## src/hdl/nnrm_pkg.sv

```systemverilog
// nnrm_pkg: shared constants, codes and control types for the nearest node radius match unit
// no dependencies; used by nnrm_ctrl, nnrm_dp and nearest_node_radius_match_unit
`timescale 1ns / 1ps
`default_nettype none

package nnrm_pkg;

  // table size and number format
  localparam int MAX_NODES = 1024;
  localparam int FRAC_BITS = 4;

  localparam int COORD_W = 20;
  localparam int RAD_W = 16;
  localparam int MODE_W = 2;
  localparam int STATUS_W = 3;
  localparam int OUT_IDX_W = 10;

  localparam int IDX_W = $clog2(MAX_NODES);
  localparam int CNT_W = IDX_W + 1;

  // node entry: {radius, z, y, x}
  localparam int NODE_W = 3 * COORD_W + RAD_W;

  // distance arithmetic
  localparam int DIFF_W = COORD_W + 1;
  localparam int SQ_W = 2 * DIFF_W;
  localparam int D2_W = SQ_W + 2;
  localparam int RSQ_W = 2 * RAD_W;

  // search limit of 1.0e4 units, squared, with 2*FRAC_BITS fraction bits
  localparam logic [D2_W-1:0] LIMIT_SQ = D2_W'(64'd100000000 << (2 * FRAC_BITS));

  // stream widths; mode and status travel on tuser
  localparam int IN_TDATA_W = ((3 * COORD_W + RAD_W + 7) / 8) * 8;
  localparam int OUT_TDATA_W = ((OUT_IDX_W + 7) / 8) * 8;

  typedef enum logic [MODE_W-1:0] {
    MODE_ADD   = 2'd0,
    MODE_QUERY = 2'd1,
    MODE_CLEAR = 2'd2
  } mode_t;

  typedef enum logic [STATUS_W-1:0] {
    STAT_MATCH   = 3'd0,
    STAT_NOMATCH = 3'd1,
    STAT_STORED  = 3'd2,
    STAT_FULL    = 3'd3,
    STAT_CLEARED = 3'd4
  } status_t;

  typedef enum logic [2:0] {
    S_IDLE,
    S_ADD,
    S_MISC,
    S_SCAN,
    S_DRAIN,
    S_RADSQ,
    S_DECIDE,
    S_DONE
  } ctrl_state_t;

  // controller to datapath
  typedef struct packed {
    logic take_in;
    logic do_add;
    logic do_misc;
    logic scan_step;
    logic rad_sq;
    logic decide;
    logic load_out;
  } dp_cmd_t;

  // datapath to controller
  typedef struct packed {
    logic scan_done;
    logic pipe_busy;
  } dp_stat_t;

endpackage

`default_nettype wire

```

## src/hdl/nnrm_ctrl.sv

```systemverilog
// nnrm_ctrl: sequencing state machine for add, clear, unused-mode and query items
// depends on nnrm_pkg; drives nnrm_dp through dp_cmd_t and reads dp_stat_t
`timescale 1ns / 1ps
`default_nettype none

module nnrm_ctrl (
  input  wire logic                          clk,
  input  wire logic                          rst_n,
  input  wire logic                          in_valid,
  input  wire logic [nnrm_pkg::MODE_W-1:0]   in_mode,
  output logic                               in_ready,
  output logic                               out_valid,
  input  wire logic                          out_ready,
  input  wire nnrm_pkg::dp_stat_t            stat,
  output nnrm_pkg::dp_cmd_t                  cmd
);

  nnrm_pkg::ctrl_state_t state_r, state_nxt;
  logic out_valid_r, out_valid_nxt;
  logic accept;
  logic out_free;

  assign accept   = in_valid && (state_r == nnrm_pkg::S_IDLE);
  assign out_free = !out_valid_r || out_ready;

  // next state
  always_comb begin
    state_nxt = state_r;
    case (state_r)
      nnrm_pkg::S_IDLE: begin
        if (accept) begin
          case (nnrm_pkg::mode_t'(in_mode))
            nnrm_pkg::MODE_ADD:   state_nxt = nnrm_pkg::S_ADD;
            nnrm_pkg::MODE_QUERY: state_nxt = nnrm_pkg::S_SCAN;
            default:              state_nxt = nnrm_pkg::S_MISC;
          endcase
        end
      end
      nnrm_pkg::S_ADD:    state_nxt = nnrm_pkg::S_DONE;
      nnrm_pkg::S_MISC:   state_nxt = nnrm_pkg::S_DONE;
      nnrm_pkg::S_SCAN: begin
        if (stat.scan_done) state_nxt = nnrm_pkg::S_DRAIN;
      end
      nnrm_pkg::S_DRAIN: begin
        if (!stat.pipe_busy) state_nxt = nnrm_pkg::S_RADSQ;
      end
      nnrm_pkg::S_RADSQ:  state_nxt = nnrm_pkg::S_DECIDE;
      nnrm_pkg::S_DECIDE: state_nxt = nnrm_pkg::S_DONE;
      nnrm_pkg::S_DONE: begin
        if (out_free) state_nxt = nnrm_pkg::S_IDLE;
      end
      default:            state_nxt = nnrm_pkg::S_IDLE;
    endcase
  end

  // commands
  always_comb begin
    cmd = '0;
    case (state_r)
      nnrm_pkg::S_IDLE:   cmd.take_in   = accept;
      nnrm_pkg::S_ADD:    cmd.do_add    = 1'b1;
      nnrm_pkg::S_MISC:   cmd.do_misc   = 1'b1;
      nnrm_pkg::S_SCAN:   cmd.scan_step = !stat.scan_done;
      nnrm_pkg::S_RADSQ:  cmd.rad_sq    = 1'b1;
      nnrm_pkg::S_DECIDE: cmd.decide    = 1'b1;
      nnrm_pkg::S_DONE:   cmd.load_out  = out_free;
      default:            cmd = '0;
    endcase
  end

  always_comb begin
    out_valid_nxt = out_valid_r;
    if (cmd.load_out) begin
      out_valid_nxt = 1'b1;
    end else if (out_ready) begin
      out_valid_nxt = 1'b0;
    end
  end

  always_ff @(posedge clk) begin
    if (!rst_n) begin
      state_r     <= nnrm_pkg::S_IDLE;
      out_valid_r <= 1'b0;
    end else begin
      state_r     <= state_nxt;
      out_valid_r <= out_valid_nxt;
    end
  end

  assign in_ready  = (state_r == nnrm_pkg::S_IDLE);
  assign out_valid = out_valid_r;

endmodule

`default_nettype wire

```

## config.mk

```make
export PLATFORM = sky130hd
export DESIGN_NAME = nnrm_ctrl
export DESIGN_NICKNAME = d
export VERILOG_FILES = /design/src/hdl/nnrm_pkg.sv /design/src/hdl/nnrm_ctrl.sv
export SDC_FILE = /design/constraint.sdc
export NUM_CORES = 1
export LEC_CHECK = 0
export ABC_AREA = 1
export BUFFER_PORTS_ARGS = -buffer_cell sky130_fd_sc_hd__buf_2
export CAP_MARGIN = 40
export CORE_AREA = 4 4 41 43
export CTS_CLUSTER_SIZE = 16
export DETAILED_ROUTE_END_ITERATION = 8
export DIE_AREA = 0 0 45 47
export GPL_ROUTABILITY_DRIVEN = 0
export PLACE_DENSITY = 0.5
export SYNTH_ARGS = -nofsm -noshare
export SYNTH_HDL_FRONTEND = slang
export SYNTH_SLANG_ARGS = --single-unit
```

## constraint.sdc

```tcl
create_clock -name clk -period 2.6 [get_ports clk]
set_clock_uncertainty 0.2 [all_clocks]
set_input_delay 0.13 -clock clk [delete_from_list [all_inputs] [get_ports clk]]
set_output_delay 0.13 -clock clk [all_outputs]
set_load 0.005 [all_outputs]
```

# Yosys cells after proc, flatten, opt, wreduce, memory -nomap -nowiden

Cells that the tools add are included.

Logic and storage cells: 38
Input bits: 8
Output and inout port bits: 9
Register bits after elaboration: 4

Reduce and logical (&&, ||, !) cells: 9
Muxes and demuxes: 15
Eq/ne operators: 12

Operator list:

| kind                                                   | number |
|---|---|
| one-hot mux 3 bit (6 select lines)                     | 1 |
| equality test 3 bit (second input constant)            | 4 |
| two-way mux 3 bit                                      | 4 |
| two-way mux 1 bit                                      | 9 |
| equality test 3 x 2 -> 1 bit (second input constant)   | 2 |
| inequality test 2 bit (second input constant)          | 3 |
| one-hot mux 2 bit (2 select lines)                     | 1 |
| AND reduction 4 bit                                    | 1 |
| equality test 3 x 1 -> 1 bit (second input constant)   | 1 |
| zero test 3 bit                                        | 1 |
| OR reduction 3 bit                                     | 1 |
| equality test 2 x 1 -> 1 bit (second input constant)   | 1 |
| zero test 1 bit                                        | 2 |
| zero test 2 bit                                        | 1 |
| inequality test 2 x 1 -> 1 bit (second input constant) | 1 |
| nonzero test 2 bit                                     | 1 |
| logical AND 1 bit                                      | 1 |
| logical OR 1 bit                                       | 1 |

# Depth between registers and ports, before layout

Word-level depth: 4
Gate-level depth with buffers: 7
Mapped depth without buffers: 7

# Least setup slack after synthesis

Ideal clock, no wire load.

Kind: flip-flop to flip-flop
From: register state_r[1]
To: register state_r[0]
Path slack: 1379 ps
Clock period less this slack: 1221 ps
Cell stages (with the launch flop): 7
Library setup time: 117 ps
Required time: 2283 ps
Path buffers: 0
Arrival time: 904 ps
Cells stage by stage: dfxtp_1 > nor2_1 > nand2_1 > inv_1 > nand2_1 > nand2_1 > a21oi_1

Cells in the longest elaborated chain, start to end: 4
Elaborated cells on any way between the ends: 16
Those cells by class: eq/ne: 11; mux: 1; reduce/logical: 4

RTL lines:

| what                                     | line            | RTL |
|---|---|---|
| from (decl)                              | nnrm_ctrl.sv:18 | `nnrm_pkg::ctrl_state_t state_r, state_nxt;` |
| from (signal assigned)                   | nnrm_ctrl.sv:82 | `state_r <= nnrm_pkg::S_IDLE;` |
| from (signal assigned)                   | nnrm_ctrl.sv:85 | `state_r <= state_nxt;` |
| zero test 3 bit *                        | n/a             |  |
| named net in_ready                       | nnrm_ctrl.sv:11 | `output logic in_ready,` |
| logical AND 1 bit                        | nnrm_ctrl.sv:23 | `assign accept = in_valid && (state_r == nnrm_pkg::S_IDLE);` |
| inequality test 2 x 1 -> 1 bit (no line) | n/a             |  |
| AND reduction 4 bit (no line)            | n/a             |  |

The timed path passes the listed nets; every way through them passes the cells marked *.
A chain may end at the register's enable or synchronous reset.

==> summary.md <==
| Metric | Value |
|---|---|
| Per-cell routed wire length | `~8.5 um` |
| Crit path max-delay cell type | `dfxtp_1` |
| Reg2reg end | `state_r[2]` |
| Max Freq | `around 630 MHz` |
| Ports | `17` |
| Area of the mapped netlist | `296.5 sq um` |
| Synthesized Nets | `60` |
| DRC | `0` |
| Starting Density | `22.79%` |
| Max_slew headroom | `between 70 and 80%` |
| Layout cell share with drive strength beyond 1 | `30.56%` |
| Core area | `around 1300 sq um` |
| Initial antenna violation count | `0` |
| Nets | `82` |
| All-Layer GR Usage | `between 8 and 9%` |
| Dpl hpwl | `between 600 and 700 um` |
| Worst-skew pair later-pin latency | `roughly 0.23 ns` |
| Yosys top cell area share | `a little over a quarter` |
| First-pass GRT wire length | `around 1300 um` |
| Worst Hold Endpoint | `out_valid` |
| R2R setup slack | `1.20 ns` |
| Vias in the first global route | `between 300 and 400` |
| Worst Hold Launch | `out_ready` |
| Row count | `13` |
| Largest net degree at the start of global routing | `8` |
| Minimum clock period | `about 1.6 ns` |
| Clock-pin slew on the worst setup and hold paths | `0.04 ns` |
| Routed Antenna Nets | `0` |
| Die area | `2115 sq um` |
| RR Startpoint | `state_r[1]` |
| Total Neg Setup Slack | `0 ns` |
| H-tree levels | `1` |
| Port buffer count | `16` |
| Status | `finished clean` |
| Post-CTS sizing | `0` |
| Area delta synth->final | `45.15%` |
| Most frequent CP cell | `nor2_1` |
| Number of iterations in the first detailed-routing pass | `4` |
| Fin crit share | `61.37%` |
| Max_cap viols | `0` |
| Cell taking the most area after synthesis | `dfxtp_1` |
| Number of clock sinks | `4` |
| Worst R2R Path Depth | `6` |
| CTS root buffer | `clkbuf_4` |
| Worst Tran Pin Value | `around 0.33 ns` |
| Hold Path Cell Cnt | `3` |
| Grt ovf | `0` |
| Die Span Y | `47 um` |
| CTS Buf Count | `3` |
| Clk buf depth | `2` |
| CP endpoint kind | `output port` |
| Final Hold Vio Count | `0` |
| Largest cells by area after synthesis | `dfxtp_1, nand2_1, nor2_1` |
| CP Max Fanout | `6` |
| Peak supply drop | `between 0.0004 and 0.0005 V` |
| Hold WC Path Type | `in -> reg` |
| Max-slew violation count | `0` |
| Routed via count | `360` |
| Seq/Total Area, Yosys | `approximately 27%` |
| CTS tree | `done` |
| YS warnings | `0` |
| Crit-path cells | `nor2_1 > nand2_1 > nor2_1 > buf_2` |
| Syn avg cell area | `5.703 sq um` |
| Final setup fails | `0` |
| Arr. time, crit path | `~1.3 ns` |
| Leak Pwr | `0.0002707 uW` |
| Req. time, crit path | `2.27 ns` |
| Syn Inst Count | `52` |
| Fillers | `~160` |
| Crit-path max cell delay | `roughly 0.33 ns` |
| WS Path Type | `reg -> out` |
| Hold WS | `between 0.04 and 0.05 ns` |
| Chip width | `approximately 45 um` |
| Vias/cell | `~4.1` |
| Seq cells post-synth | `4` |
| Power per standard cell area | `between 1000 and 1500 nW/um^2` |
| Diodes inserted | `0` |
| Startpoint Class | `flip-flop` |
| RSZ-0062 raised after global routing | `no` |
| Post-CTS Setup Bufs | `0` |
| Yosys cell types | `16` |
| Post-Route WL | `~740 um` |
| DRT iter0 DRCs | `6` |
==> kinds of logic (layout without fill, tap and decap cells) <==
group	Yosys count	after routing	share of synthesized area [%]
flip-flops	4	4	27.01
AND/OR/NAND/NOR	32	32	47.26
buffers and inverters	11	31	15.19
AO/OA/AOI/OAI	5	5	10.55
==> metrics by stage <==
stage,instance area [sq um],utilization (%),instances,setup WS (ns),power (uW)
after floorplan,296.5,-,52,1.379,285.7
after global placement,387.9,29.81,82,1.203,368.8
final,430.4,33.08,87,1.004,436.7
after CTS,430.4,33.08,87,0.9983,444.4
after detailed placement,387.9,29.81,82,1.210,364.2
after global routing,430.4,33.08,87,0.8848,492.2
==> state kept, by name, summed over array words and instances, names as in the netlist <==
name	count
out_valid	1
state_r	3
==> cells in the final DEF (no fill, tap or decap) <==
cell,n
inv_2,1
nor3_1,2
buf_2,16
inv_1,9
nor2_1,13
nand4_1,1
dfxtp_1,4
nand3_2,1
o21bai_1,1
a21oi_1,1
clkbuf_4,3
dlygate4sd3_1,2
nor2_4,1
o21ai_0,1
nand2_1,13
nand3_1,1
o22ai_1,1
o21a_1,1
==> cell type report <==
| class | instances | area [sq um] | share of cell area (%) |
|---|---|---|---|
| multi-input combinational | 37 | 171.4 | 39.83 |
| timing repair buffer | 18 | 100.1 | 23.26 |
| sequential | 4 | 80.08 | 18.60 |
| inverter | 10 | 37.54 | 8.721 |
| clock buffer | 3 | 22.52 | 5.233 |
| tap | 15 | 18.77 | 4.360 |
==> power by group <==
| part | internal [uW] | switching, uW |
|---|---|---|
| Sequential | 86.3 | 29.6 |
| Clock | 51.4 | 21.7 |
| Combinational | 99.9 | 148 |
==> routing by layer <==
metal	up-vias	global-route usage, %	share of wire (%)	routed length (um)
li1	201	-	-	-
met1	149	9.318	44	327
met2	8	13.28	48	353
met3	2	3.065	6.6	49
met4	0	7.018	1.5	11
met5	-	0	0	0
==> what timing repair did <==
item / CTS / global route
endpoints found under the hold margin: 3 / 0
hold buffers: 2 / 0
endpoints found under the setup margin: 0 / 0
==> critical path: cells and delay by family, from the launching register on <==
kind | cells | cell delay, ns
flops | 1 | 0.33
simple gates | 3 | 0.59
buf+inv | 1 | 0.12
==> Yosys cell counts (all sizes together) <==
master and n:
nor2 14, nand2 13, inv 10, dfxtp 4
nand3 2, nor3 2, a21oi 1, buf 1
nand4 1, o21a 1, o21ai 1, o21bai 1
o22ai 1
==> worst max path at each step <==
stage	cells past startpoint	slack (ns)	from	endpoint
after floorplan	6	1.38	state_r[1]	state_r[0]
after global placement	6	1.20	state_r[1]	state_r[2]
after detailed placement	6	1.21	state_r[1]	state_r[2]
after CTS	4	1.0	state_r[1]	cmd[6]
after global routing	4	0.88	state_r[1]	cmd[6]
final	4	1.00	state_r[1]	cmd[6]
Note: power is estimated with default switching activity, not from simulation.
